[src/design/gap_pkg.sv]
package gap_pkg;

  localparam int GRID_COLS_DEF = 8;
  localparam int GRID_ROWS_DEF = 8;
  localparam int MAX_RESULTS   = 64;
  localparam int COORD_W       = 3;

  // commands from the controller to the datapath
  typedef struct packed {
    logic accept;
    logic init;
    logic scan_clr;
    logic scan;
    logic walk_init;
    logic out_none;
    logic exp;
    logic exp2;
    logic nb;
    logic nbu;
    logic walk;
    logic walk2;
    logic erd;
    logic emit;
  } gap_cmd_t;

  // status from the datapath to the controller
  typedef struct packed {
    logic is_search;
    logic in_bad;
    logic in_same;
    logic scan_last;
    logic any;
    logic cur_goal;
    logic nb_ok;
    logic dir_last;
    logic has_par;
    logic emit_last;
  } gap_sts_t;

endpackage

[src/design/grid_astar_path_search.sv]
// Grid A* path search over a GRID_COLS x GRID_ROWS map of wall bits.
// Input channel: an item is taken at a clock edge with start high and busy
// low. in_operation 0 writes one wall bit; 1 searches from start to goal
// with 4-neighbor moves and a Manhattan estimate.
// Result channel: each result item shows on the out_ ports for one cycle,
// marked by out_valid; the receiver must take it, it cannot stall.
// A wall write, a search with start equal to goal, or a search with a
// coordinate off the grid answers with one item in the cycle after it is
// taken, and busy stays low, so such items can follow back to back.
// A full search runs as: an init state, then per expansion a linear best-f
// scan over the estimate store (one cell a cycle, N = GRID_COLS*GRID_ROWS),
// a cost fetch (EXP, EXP2), and an NB check per neighbor plus an NBU update
// for each neighbor that can be entered; then WALK and WALK2 per path step to
// walk parents back from the goal, and ERD and EMIT per emitted step. The scan
// loop dominates the run time; busy is high throughout.
// Reset: all cells open, no search state, busy low, no result pending.
module grid_astar_path_search #(
  parameter int GRID_COLS = gap_pkg::GRID_COLS_DEF,
  parameter int GRID_ROWS = gap_pkg::GRID_ROWS_DEF
) (
  input  logic       clk,
  input  logic       rst_n,
  input  logic       start,
  output logic       busy,
  input  logic       in_operation,
  input  logic [2:0] in_cell_col,
  input  logic [2:0] in_cell_row,
  input  logic       in_cell_wall,
  input  logic [2:0] in_start_col,
  input  logic [2:0] in_start_row,
  input  logic [2:0] in_goal_col,
  input  logic [2:0] in_goal_row,
  output logic       out_valid,
  output logic [2:0] out_step_col,
  output logic [2:0] out_step_row,
  output logic       out_found,
  output logic       out_empty_path,
  output logic       out_last
);

  gap_pkg::gap_cmd_t cmd;
  gap_pkg::gap_sts_t sts;

  // sequence the search: scan, expand, walk back, emit
  gap_ctrl u_ctrl (
    .clk   (clk),
    .rst_n (rst_n),
    .start (start),
    .sts   (sts),
    .cmd   (cmd),
    .busy  (busy)
  );

  // hold the map, per-cell search stores and the result register
  gap_dp #(
    .GRID_COLS (GRID_COLS),
    .GRID_ROWS (GRID_ROWS)
  ) u_dp (
    .clk            (clk),
    .rst_n          (rst_n),
    .cmd            (cmd),
    .sts            (sts),
    .in_operation   (in_operation),
    .in_cell_col    (in_cell_col),
    .in_cell_row    (in_cell_row),
    .in_cell_wall   (in_cell_wall),
    .in_start_col   (in_start_col),
    .in_start_row   (in_start_row),
    .in_goal_col    (in_goal_col),
    .in_goal_row    (in_goal_row),
    .out_valid      (out_valid),
    .out_step_col   (out_step_col),
    .out_step_row   (out_step_row),
    .out_found      (out_found),
    .out_empty_path (out_empty_path),
    .out_last       (out_last)
  );

endmodule

[src/design/gap_ctrl.sv]
module gap_ctrl (
  input  logic              clk,
  input  logic              rst_n,
  input  logic              start,
  input  gap_pkg::gap_sts_t sts,
  output gap_pkg::gap_cmd_t cmd,
  output logic              busy
);

  typedef enum logic [12:0] {
    S_IDLE   = 13'b0000000000001,
    S_INIT   = 13'b0000000000010,
    S_SCAN   = 13'b0000000000100,
    S_TAIL   = 13'b0000000001000,
    S_DECIDE = 13'b0000000010000,
    S_EXP    = 13'b0000000100000,
    S_EXP2   = 13'b0000001000000,
    S_NB     = 13'b0000010000000,
    S_NBU    = 13'b0000100000000,
    S_WALK   = 13'b0001000000000,
    S_WALK2  = 13'b0010000000000,
    S_ERD    = 13'b0100000000000,
    S_EMIT   = 13'b1000000000000
  } state_t;

  state_t state_r, state_nxt;

  always_ff @(posedge clk) begin
    if (!rst_n) state_r <= S_IDLE;
    else        state_r <= state_nxt;
  end

  assign busy = (state_r != S_IDLE);

  always_comb begin
    state_nxt = state_r;
    cmd       = '0;
    case (state_r)
      S_IDLE: begin
        if (start) begin
          cmd.accept = 1'b1;
          if (sts.is_search && !sts.in_bad && !sts.in_same) state_nxt = S_INIT;
        end
      end
      S_INIT: begin
        cmd.init     = 1'b1;
        cmd.scan_clr = 1'b1;
        state_nxt    = S_SCAN;
      end
      S_SCAN: begin
        cmd.scan = 1'b1;
        if (sts.scan_last) state_nxt = S_TAIL;
      end
      S_TAIL: state_nxt = S_DECIDE;
      S_DECIDE: begin
        if (!sts.any) begin
          cmd.out_none = 1'b1;
          state_nxt    = S_IDLE;
        end else if (sts.cur_goal) begin
          cmd.walk_init = 1'b1;
          state_nxt     = S_WALK;
        end else begin
          state_nxt = S_EXP;
        end
      end
      S_EXP: begin
        cmd.exp   = 1'b1;
        state_nxt = S_EXP2;
      end
      S_EXP2: begin
        cmd.exp2  = 1'b1;
        state_nxt = S_NB;
      end
      S_NB: begin
        cmd.nb = 1'b1;
        if (sts.nb_ok) begin
          state_nxt = S_NBU;
        end else if (sts.dir_last) begin
          cmd.scan_clr = 1'b1;
          state_nxt    = S_SCAN;
        end
      end
      S_NBU: begin
        cmd.nbu = 1'b1;
        if (sts.dir_last) begin
          cmd.scan_clr = 1'b1;
          state_nxt    = S_SCAN;
        end else begin
          state_nxt = S_NB;
        end
      end
      S_WALK: begin
        cmd.walk  = 1'b1;
        state_nxt = sts.has_par ? S_WALK2 : S_ERD;
      end
      S_WALK2: begin
        cmd.walk2 = 1'b1;
        state_nxt = S_WALK;
      end
      S_ERD: begin
        cmd.erd   = 1'b1;
        state_nxt = S_EMIT;
      end
      S_EMIT: begin
        cmd.emit  = 1'b1;
        state_nxt = sts.emit_last ? S_IDLE : S_ERD;
      end
      default: state_nxt = S_IDLE;
    endcase
  end

endmodule

[src/design/gap_dp.sv]
module gap_dp #(
  parameter int GRID_COLS = gap_pkg::GRID_COLS_DEF,
  parameter int GRID_ROWS = gap_pkg::GRID_ROWS_DEF
) (
  input  logic              clk,
  input  logic              rst_n,
  input  gap_pkg::gap_cmd_t cmd,
  output gap_pkg::gap_sts_t sts,
  input  logic              in_operation,
  input  logic [2:0]        in_cell_col,
  input  logic [2:0]        in_cell_row,
  input  logic              in_cell_wall,
  input  logic [2:0]        in_start_col,
  input  logic [2:0]        in_start_row,
  input  logic [2:0]        in_goal_col,
  input  logic [2:0]        in_goal_row,
  output logic              out_valid,
  output logic [2:0]        out_step_col,
  output logic [2:0]        out_step_row,
  output logic              out_found,
  output logic              out_empty_path,
  output logic              out_last
);

  localparam int N  = GRID_COLS * GRID_ROWS;
  localparam int IW = $clog2(N);
  localparam int CW = $clog2(GRID_COLS);
  localparam int RW = $clog2(GRID_ROWS);
  localparam int DW = $clog2(N + GRID_COLS + GRID_ROWS + 1);
  localparam int LW = IW + 1;
  localparam int JW = $clog2(gap_pkg::MAX_RESULTS + 1);
  localparam int PW = RW + CW;

  function automatic logic [IW-1:0] cidx(input logic [CW-1:0] c, input logic [RW-1:0] r);
    cidx = IW'(int'(r) * GRID_COLS + int'(c));
  endfunction

  function automatic logic [DW-1:0] manh(input logic [CW-1:0] c, input logic [RW-1:0] r,
                                         input logic [CW-1:0] c2, input logic [RW-1:0] r2);
    logic [CW-1:0] dc;
    logic [RW-1:0] dr;
    dc   = (c > c2) ? c - c2 : c2 - c;
    dr   = (r > r2) ? r - r2 : r2 - r;
    manh = DW'(dc) + DW'(dr);
  endfunction

  function automatic logic [2:0] col3(input logic [CW-1:0] c);
    logic [CW+2:0] t;
    t    = {3'b000, c};
    col3 = t[2:0];
  endfunction

  function automatic logic [2:0] row3(input logic [RW-1:0] r);
    logic [RW+2:0] t;
    t    = {3'b000, r};
    row3 = t[2:0];
  endfunction

  // per-cell flags
  logic [N-1:0] wall_r, open_r, closed_r, costv_r;

  // per-cell stores, read data registered
  logic [DW-1:0] cost_mem [N];
  logic [DW-1:0] est_mem  [N];
  logic [PW-1:0] par_mem  [N];
  logic [PW-1:0] trail_mem[N];
  logic [DW-1:0] cost_rd, est_rd;
  logic [PW-1:0] par_rd, trail_rd;

  logic [CW-1:0] sc_r, gc_r;
  logic [RW-1:0] sr_r, gr_r;
  logic [IW-1:0] sidx, gidx;

  // scan
  logic [IW-1:0] si_r;
  logic [CW-1:0] scol_r;
  logic [RW-1:0] srow_r;
  logic          v1_r, open1_r;
  logic [IW-1:0] idx1_r;
  logic [CW-1:0] col1_r;
  logic [RW-1:0] row1_r;
  logic [DW-1:0] best_r;
  logic          any_r;
  logic [IW-1:0] cur_r;
  logic [CW-1:0] cc_r;
  logic [RW-1:0] cr_r;

  // expansion
  logic [DW-1:0] curcost_r, tent;
  logic [1:0]    dir_r;
  logic [CW-1:0] nc, ncr_r;
  logic [RW-1:0] nr, nrr_r;
  logic          inb, nb_ok, upd;
  logic [IW-1:0] nidx, n_r, cost_ra;

  // walk and emit
  logic [CW-1:0] wc_r;
  logic [RW-1:0] wr_r;
  logic [IW-1:0] widx, ta;
  logic [LW-1:0] len_r;
  logic [JW-1:0] j_r, total;
  logic          has_par, emit_last;

  logic          out_valid_r, out_found_r, out_empty_r, out_last_r;
  logic [2:0]    out_col_r, out_row_r;
  logic          wr_in_grid;

  assign sidx = cidx(sc_r, sr_r);
  assign gidx = cidx(gc_r, gr_r);
  assign widx = cidx(wc_r, wr_r);

  always_comb begin
    nc  = cc_r;
    nr  = cr_r;
    inb = 1'b0;
    case (dir_r)
      2'd0: begin inb = (cc_r != '0); nc = cc_r - CW'(1); end
      2'd1: begin inb = (int'(cc_r) + 1 < GRID_COLS); nc = cc_r + CW'(1); end
      2'd2: begin inb = (cr_r != '0); nr = cr_r - RW'(1); end
      2'd3: begin inb = (int'(cr_r) + 1 < GRID_ROWS); nr = cr_r + RW'(1); end
      default: inb = 1'b0;
    endcase
  end

  assign nidx    = cidx(nc, nr);
  assign nb_ok   = inb && !wall_r[nidx] && !closed_r[nidx];
  assign cost_ra = cmd.nb ? nidx : cur_r;
  assign tent    = curcost_r + DW'(1);
  assign upd     = !costv_r[n_r] || (tent < cost_rd);
  assign has_par = costv_r[widx] && (widx != sidx);
  assign total   = (int'(len_r) > gap_pkg::MAX_RESULTS) ?
                   JW'(gap_pkg::MAX_RESULTS) : JW'(len_r);
  assign emit_last = ((j_r + JW'(1)) == total);
  assign ta      = IW'(int'(len_r) - 1 - int'(j_r));
  assign wr_in_grid = (int'(in_cell_col) < GRID_COLS) && (int'(in_cell_row) < GRID_ROWS);

  always_comb begin
    sts           = '0;
    sts.is_search = in_operation;
    sts.in_bad    = (int'(in_start_col) >= GRID_COLS) || (int'(in_start_row) >= GRID_ROWS) ||
                    (int'(in_goal_col) >= GRID_COLS) || (int'(in_goal_row) >= GRID_ROWS);
    sts.in_same   = (in_start_col == in_goal_col) && (in_start_row == in_goal_row);
    sts.scan_last = (si_r == IW'(N - 1));
    sts.any       = any_r;
    sts.cur_goal  = (cur_r == gidx);
    sts.nb_ok     = nb_ok;
    sts.dir_last  = (dir_r == 2'd3);
    sts.has_par   = has_par;
    sts.emit_last = emit_last;
  end

  // memories
  always_ff @(posedge clk) begin
    if (cmd.init) begin
      cost_mem[sidx] <= '0;
      est_mem[sidx]  <= manh(sc_r, sr_r, gc_r, gr_r);
    end else if (cmd.nbu && upd) begin
      cost_mem[n_r] <= tent;
      est_mem[n_r]  <= tent + manh(ncr_r, nrr_r, gc_r, gr_r);
      par_mem[n_r]  <= {cr_r, cc_r};
    end
    if (cmd.walk && has_par) trail_mem[len_r[IW-1:0]] <= {wr_r, wc_r};
    cost_rd  <= cost_mem[cost_ra];
    est_rd   <= est_mem[si_r];
    par_rd   <= par_mem[widx];
    trail_rd <= trail_mem[ta];
  end

  // flags
  always_ff @(posedge clk) begin
    if (!rst_n) begin
      wall_r   <= '0;
      open_r   <= '0;
      closed_r <= '0;
      costv_r  <= '0;
    end else begin
      if (cmd.accept && !in_operation && wr_in_grid)
        wall_r[cidx(CW'(in_cell_col), RW'(in_cell_row))] <= in_cell_wall;
      if (cmd.init) begin
        open_r         <= '0;
        closed_r       <= '0;
        costv_r        <= '0;
        open_r[sidx]   <= 1'b1;
        costv_r[sidx]  <= 1'b1;
      end
      if (cmd.exp) begin
        open_r[cur_r]   <= 1'b0;
        closed_r[cur_r] <= 1'b1;
      end
      if (cmd.nb && nb_ok) open_r[nidx] <= 1'b1;
      if (cmd.nbu && upd)  costv_r[n_r] <= 1'b1;
    end
  end

  // search registers
  always_ff @(posedge clk) begin
    if (cmd.accept && in_operation) begin
      sc_r <= CW'(in_start_col);
      sr_r <= RW'(in_start_row);
      gc_r <= CW'(in_goal_col);
      gr_r <= RW'(in_goal_row);
    end
    v1_r <= cmd.scan;
    if (cmd.scan_clr) begin
      si_r   <= '0;
      scol_r <= '0;
      srow_r <= '0;
      best_r <= '1;
      any_r  <= 1'b0;
    end else begin
      if (cmd.scan) begin
        idx1_r  <= si_r;
        col1_r  <= scol_r;
        row1_r  <= srow_r;
        open1_r <= open_r[si_r];
        si_r    <= si_r + IW'(1);
        if (scol_r == CW'(GRID_COLS - 1)) begin
          scol_r <= '0;
          srow_r <= srow_r + RW'(1);
        end else begin
          scol_r <= scol_r + CW'(1);
        end
      end
      // strict compare keeps the lowest index on ties
      if (v1_r && open1_r && (est_rd < best_r)) begin
        best_r <= est_rd;
        any_r  <= 1'b1;
        cur_r  <= idx1_r;
        cc_r   <= col1_r;
        cr_r   <= row1_r;
      end
    end
    if (cmd.exp2) begin
      curcost_r <= cost_rd;
      dir_r     <= 2'd0;
    end
    if (cmd.nb) begin
      if (nb_ok) begin
        n_r   <= nidx;
        ncr_r <= nc;
        nrr_r <= nr;
      end else begin
        dir_r <= dir_r + 2'd1;
      end
    end
    if (cmd.nbu) dir_r <= dir_r + 2'd1;
    if (cmd.walk_init) begin
      wc_r  <= gc_r;
      wr_r  <= gr_r;
      len_r <= '0;
      j_r   <= '0;
    end
    if (cmd.walk && has_par) len_r <= len_r + LW'(1);
    if (cmd.walk2) {wr_r, wc_r} <= par_rd;
    if (cmd.emit) j_r <= j_r + JW'(1);
  end

  // result register
  always_ff @(posedge clk) begin
    if (!rst_n) begin
      out_valid_r <= 1'b0;
    end else begin
      out_valid_r <= (cmd.accept && (!in_operation || sts.in_bad || sts.in_same)) ||
                     cmd.out_none || cmd.emit;
    end
    if (cmd.accept) begin
      if (!in_operation) begin
        out_col_r <= in_cell_col;
        out_row_r <= in_cell_row;
        out_found_r <= 1'b0;
        out_empty_r <= 1'b0;
      end else if (sts.in_bad) begin
        out_col_r <= '0;
        out_row_r <= '0;
        out_found_r <= 1'b0;
        out_empty_r <= 1'b0;
      end else begin
        out_col_r <= in_goal_col;
        out_row_r <= in_goal_row;
        out_found_r <= 1'b1;
        out_empty_r <= 1'b1;
      end
      out_last_r <= 1'b1;
    end else if (cmd.out_none) begin
      out_col_r   <= '0;
      out_row_r   <= '0;
      out_found_r <= 1'b0;
      out_empty_r <= 1'b0;
      out_last_r  <= 1'b1;
    end else if (cmd.emit) begin
      out_col_r   <= col3(trail_rd[CW-1:0]);
      out_row_r   <= row3(trail_rd[PW-1:CW]);
      out_found_r <= 1'b1;
      out_empty_r <= 1'b0;
      out_last_r  <= emit_last;
    end
  end

  assign out_valid      = out_valid_r;
  assign out_step_col   = out_col_r;
  assign out_step_row   = out_row_r;
  assign out_found      = out_found_r;
  assign out_empty_path = out_empty_r;
  assign out_last       = out_last_r;

endmodule

[config.mk]
export PLATFORM = sky130hd
export DESIGN_NAME = grid_astar_path_search
export DESIGN_NICKNAME = d
export VERILOG_FILES = /design/src/design/gap_pkg.sv /design/src/design/grid_astar_path_search.sv /design/src/design/gap_ctrl.sv /design/src/design/gap_dp.sv
export SDC_FILE = /design/constraint.sdc
export NUM_CORES = 2
export LEC_CHECK = 0
export BUFFER_PORTS_ARGS = -buffer_cell sky130_fd_sc_hd__buf_2
export CORE_MARGIN = 5
export CORE_UTILIZATION = 60
export CTS_BUF_LIST = sky130_fd_sc_hd__clkbuf_4 sky130_fd_sc_hd__clkbuf_8
export DETAILED_ROUTE_END_ITERATION = 8
export HOLD_SLACK_MARGIN = 0.02
export PLACE_DENSITY = 0.74
export RECOVER_POWER = 50
export SLEW_MARGIN = 20
export SYNTH_ARGS = -nofsm -noshare
export SYNTH_HDL_FRONTEND = slang
export SYNTH_HIERARCHICAL = 1
export SYNTH_SLANG_ARGS = --single-unit
[constraint.sdc]
create_clock -name clk -period 7.8 [get_ports clk]
set_clock_uncertainty 0.1 [all_clocks]
set_input_delay 1.56 -clock clk [delete_from_list [all_inputs] [get_ports clk]]
set_output_delay 1.56 -clock clk [all_outputs]
set_load 0.02 [all_outputs]
# Yosys cells after proc, flatten, opt, wreduce, memory -nomap -nowiden
# Memories as Yosys holds them, arrays and structs flattened. A register that Yosys moved wholly into a read port is not among the register bits.
# Cells that the tools add are included.
dict set report totals {
  regBits 378
  mem_bits_rw 1664
  inputBits 23
  out_inout_bits 11
  wordCells 279
  memories 4
}
dict set report classes {
  add_sub_neg 31
  magnitude_cmp 21
  n_eq_ne 28
  mux 110
  bitwise_logic 6
  n_reduce_logical 42
}
# name words width rd rd_ports_with_merged_regs wr line
set mem_list {}
lappend mem_list {u_dp.cost_mem 64 7 1 1 1 gap_dp.sv:63} ;# logic [DW-1:0] cost_mem [N];
lappend mem_list {u_dp.est_mem 64 7 1 1 1 gap_dp.sv:64} ;# logic [DW-1:0] est_mem [N];
lappend mem_list {u_dp.par_mem 64 6 1 1 1 gap_dp.sv:65} ;# logic [PW-1:0] par_mem [N];
lappend mem_list {u_dp.trail_mem 64 6 1 1 1 gap_dp.sv:66} ;# logic [PW-1:0] trail_mem[N];
# operator count
set ops {}
lappend ops {{two-way mux 64 bit} 11}
lappend ops {{OR 64 bit} 3}
lappend ops {{one-hot mux 13 bit (13 select lines)} 1}
lappend ops {{two-way mux 13 bit} 5}
lappend ops {{AND 64 bit} 1}
lappend ops {{bitwise mux 64 bit} 1}
lappend ops {{< comparator 32 x 5 -> 1 bit (second input constant)} 2}
lappend ops {{inverter 64 bit} 1}
lappend ops {{two-way mux 3 bit} 17}
lappend ops {{< comparator 6 x 7 -> 1 bit (second input constant)} 7}
lappend ops {{two-way mux 1 bit} 42}
lappend ops {{two-way mux 7 bit} 6}
lappend ops {{adder 6 x 3 -> 6 bit} 5}
lappend ops {{binary-select mux 1 bit (select 6 bit)} 5}
lappend ops {{demux 1 bit (select 6 bit)} 5}
lappend ops {{greater-or-equal comparator 6 x 1 -> 1 bit (second input constant)} 5}
lappend ops {{two-way mux 12 bit} 2}
lappend ops {{subtractor 3 bit} 8}
lappend ops {{adder 7 x 1 -> 7 bit (second input constant)} 3}
lappend ops {{two-way mux 10 bit} 2}
lappend ops {{logical AND 1 bit} 18}
lappend ops {{two-way mux 6 bit} 3}
lappend ops {{< comparator 7 bit} 2}
lappend ops {{OR reduction 7 bit} 2}
lappend ops {{50 further kinds} 81}

# Longest topological paths before layout
dict set report logic_depth {
  depth_word 12
  ltp_mapped 22
}

# By module
# The synthesis kept the hierarchy.
# module instances cells_each area_each_um2
set by_module_without_submodules {}
lappend by_module_without_submodules {gap_dp 1 5104 85204.2}
lappend by_module_without_submodules {gap_ctrl 1 110 889.6}

# Worst setup path before layout
# Ideal clock, no wire load.
dict set report synth_timing {
  path_kind {register -> register}
  start {register u_dp.ncr_r[1]}
  end {memory u_dp/est_mem[0][3] (netlist name), data pin}
  arrival_time_ps 5829
  setup_slack_ps 1169
  path_stages_with_launch 14
  path_buffers 4
  period_less_slack_ps 6631
  cell_sequence {edfxtp_1 -> buf_4 -> buf_6 -> buf_4 -> clkbuf_1 -> inv_2 -> fa_1 -> mux2_2 -> fa_1 -> ha_1 -> inv_1 -> fa_1 -> xor2_1 -> o21ai_0}
}
dict set report synth_between {
  elab_chain_cells 5
  word_cells_on_any_way 7
}
# element line
set synth_rtl {}
lappend synth_rtl {{from (decl)} gap_dp.sv:91} ;# logic [CW-1:0] nc, ncr_r;
lappend synth_rtl {{from (signal assigned)} gap_dp.sv:240} ;# ncr_r <= nc;
lappend synth_rtl {{subtractor 3 bit or > comparator 3 bit (tied branches)} gap_dp.sv:42} ;# dc = (c > c2) ? c - c2 : c2 - c;
lappend synth_rtl {{two-way mux 3 bit (*)} gap_dp.sv:42}
lappend synth_rtl {{adder 3 x 3 -> 4 bit (*)} gap_dp.sv:44} ;# manh = DW'(dc) + DW'(dr);
lappend synth_rtl {{adder 7 bit (*)} gap_dp.sv:159} ;# est_mem[n_r] <= tent + manh(ncr_r, nrr_r, gc_r, gr_r);
lappend synth_rtl {{two-way mux 7 bit (no line) (*)} --}
lappend synth_rtl {{to (decl)} gap_dp.sv:64}
# Every way passes the cells marked *; elsewhere a longest branch is shown, timed or not.

# Worst setup path after layout
dict set report layout_timing {
  start {register u_dp.ncr_r[1]}
  end {memory u_dp/est_mem[8][1] (netlist name), data pin}
}
# Same word-level chain as after synthesis.

==> impl_metrics.json <==
{
  "vias": 50183,
  "wire_per_inst_um": 29.1,
  "first_global_vias": 49267,
  "startpoint_type": "flop",
  "final_antenna_net_count": 0,
  "fin_tns_setup_ns": 0,
  "postCtsHoldBufs": 0,
  "power_frac_comb_pct": 10.1,
  "p_sw_share_pct": 24.1,
  "endpoint_kind": "flop",
  "timing.reg2reg.worst_path_depth": 12,
  "maxSlewViolCount": 1196,
  "port_buffers": 33,
  "cts_sinks": 2062,
  "grt_max_degree": 201,
  "switching_power_mw": 5.88,
  "max_freq_mhz": 142,
  "num_rows": 139,
  "max-clock-path-buffers": 4,
  "finalCritPeriodShare_pct": 90.2,
  "worst_hold_path.num_cells": 0,
  "post-route-drc-count": 0,
  "avgSynthCellArea_um2": 16.5,
  "initial_core_util_pct": 60.1,
  "first_pass_iters": 8,
  "hold_ws_ns": 0.321,
  "wl_um": 219000,
  "drv_cap": 24,
  "p_seq_share_pct": 52.1,
  "antenna_found_initial": 5,
  "grt_pass1_wl_um": 324000,
  "gp_congestion": 0.951,
  "grt_use_total_pct": 28.8,
  "setup_violations": 0,
  "cts-resized-gates": 0,
  "hold_class": "reg -> reg",
  "drive_above_1_share_pct": 23.1,
  "hp-start": "u_dp/idx1_r[1]",
  "worst_pin_slew_ns": 4.16,
  "fp.dieW_um": 389,
  "relSlewSlack_pct": -177,
  "synth_nets": 5306,
  "layout_common_cells": "edfxtp_1 (1742), mux4_2 (554), nand2_1 (414), nor2_1 (371), clkbuf_8 (358)",
  "final_common_cell": "edfxtp_1",
  "hold_viol": 0,
  "internal-power_mw": 18.5,
  "overflow": 0,
  "cts.reportedPaths.clkPinSlew_ns": 0.06,
  "nets": 5477,
  "seq_area_mm2": 0.0587,
  "ys_warn_count": 6,
  "critical_path_class": "reg -> reg",
  "worstPathMaxFanout": 23,
  "r2r_end": "u_dp/est_mem[8][1]",
  "post-cts-setup-buffers": 0,
  "violations": "capacitance limit, slew limit",
  "postSynthCellCount": 5213,
  "dieArea_mm2": 0.151,
  "nFillCells": 9459,
  "pwr_density_cell_mw_per_mm2": 257,
  "crit_end": "u_dp/est_mem[8][1]",
  "netlist_area_mm2": 0.0861,
  "clock_tree.root_cell": "clkbuf_8",
  "vias_per_cell": 6.67,
  "cp-startpoint": "u_dp/ncr_r[1]",
  "fin_crit_ns": 7.03,
  "insertion_delay_ns": 1.04,
  "power_frac_clock_pct": 37.8,
  "cts_buffers": 338,
  "ioPinCount": 34,
  "cp.arrival_ns": 7.72,
  "cts_tree": "built",
  "p_leak_nw": 28.8,
  "rsz0062_at_grt": "false",
  "multiInputGateArea_mm2": 0.0257,
  "r2r_start": "u_dp/ncr_r[1]",
  "ir_worst_vdd_mv": 0.364,
  "rrSetupSlack_ns": 0.77,
  "cp_data_required_time_ns": 8.49,
  "drt_iter0_drc": 6286,
  "post-dp-hpwl_um": 138000,
  "htree_levels": 5,
  "core_mm2": 0.143,
  "status": "finished, violations left",
  "area_growth_pct": 10.3,
  "die_h_um": 389
}
worst min-delay path by stage:
stage	to
floorplan	u_dp/cc_r[0]
global placement	u_dp/cr_r[2]
detailed placement	u_dp/cr_r[2]
CTS	u_dp/cur_r[4]
global route	u_dp/cr_r[2]
finish	u_dp/cur_r[1]
stage by stage:
step | worst slack (ns) | cells | total power [mW] | utilization [%] | instance area (um2)
2_1_floorplan | 1.17 | 5213 | 14.4 | - | 86100
3_3_place_gp | 1.40 | 6942 | 15.3 | 61.9 | 88500
3_5_place_dp | 1.23 | 6947 | 15.4 | 62.0 | 88700
4_1_cts | 1.16 | 7516 | 24.6 | 66.5 | 95300
5_1_grt | 0.456 | 7519 | 25.3 | 66.3 | 95000
6_report | 0.768 | 7519 | 24.4 | 66.3 | 95000
per-layer routing:
layer | GRT usage (%) | share of wire (%) | vias up
met1 | 40.2 | 38 | 25623
met5 | 0 | 0 | -
met2 | 44.9 | 48 | 3021
li1 | - | - | 20950
met3 | 6.69 | 10 | 589
met4 | 11.6 | 4.4 | 0
power by group through the flow:
stage	combinational, mW	clock, mW	sequential (mW)
after floorplan	1.48	0	12.9
after detailed placement	2.50	0	12.9
after global placement	2.33	0	12.9
final	2.46	9.21	12.7
after CTS	2.51	9.35	12.7
after global routing	2.63	9.90	12.7
worst max-delay path, cell delays in order, from the launching register on:
cell	delay, ns
edfxtp_1	0.93
clkbuf_1	0.93
mux2i_1	0.19
mux2_2	0.31
o221ai_1	0.33
a222oi_1	0.19
a22o_1	0.52
nand2_1	0.14
clkbuf_1	1.25
nor2_1	0.20
a21oi_4	0.19
clkbuf_1	1.06
buf_4	0.43
sequential cells by signal, summed over array words and instances (netlist names), 6 cells and up:
register and count:
u_dp/closed_r 64, u_dp/cur_r 6, u_dp/par_mem 384, u_dp/si_r 6, u_ctrl/state_r 13, u_dp/j_r 7, u_dp/est_mem 448, u_dp/costv_r 64
u_dp/curcost_r 7, u_dp/len_r 7, u_dp/idx1_r 6, u_dp/trail_rd 6, u_dp/trail_mem 384, u_dp/par_rd 6, u_dp/cost_rd 7, u_dp/est_rd 7
u_dp/open_r 64, u_dp/best_r 7, u_dp/wall_r 64, u_dp/cost_mem 448
layout make-up:
type,count,share of cell area [%]
clock buffers,491,6.24
inverters,89,0.354
well taps,1903,2.51
clock inverters,78,0.631
repair buffers,178,1.33
flip-flops and latches,2062,61.8
diodes,3,0.00791
multi-input cells,2715,27.1
No activity file was read; power rests on OpenSTA's default activity.
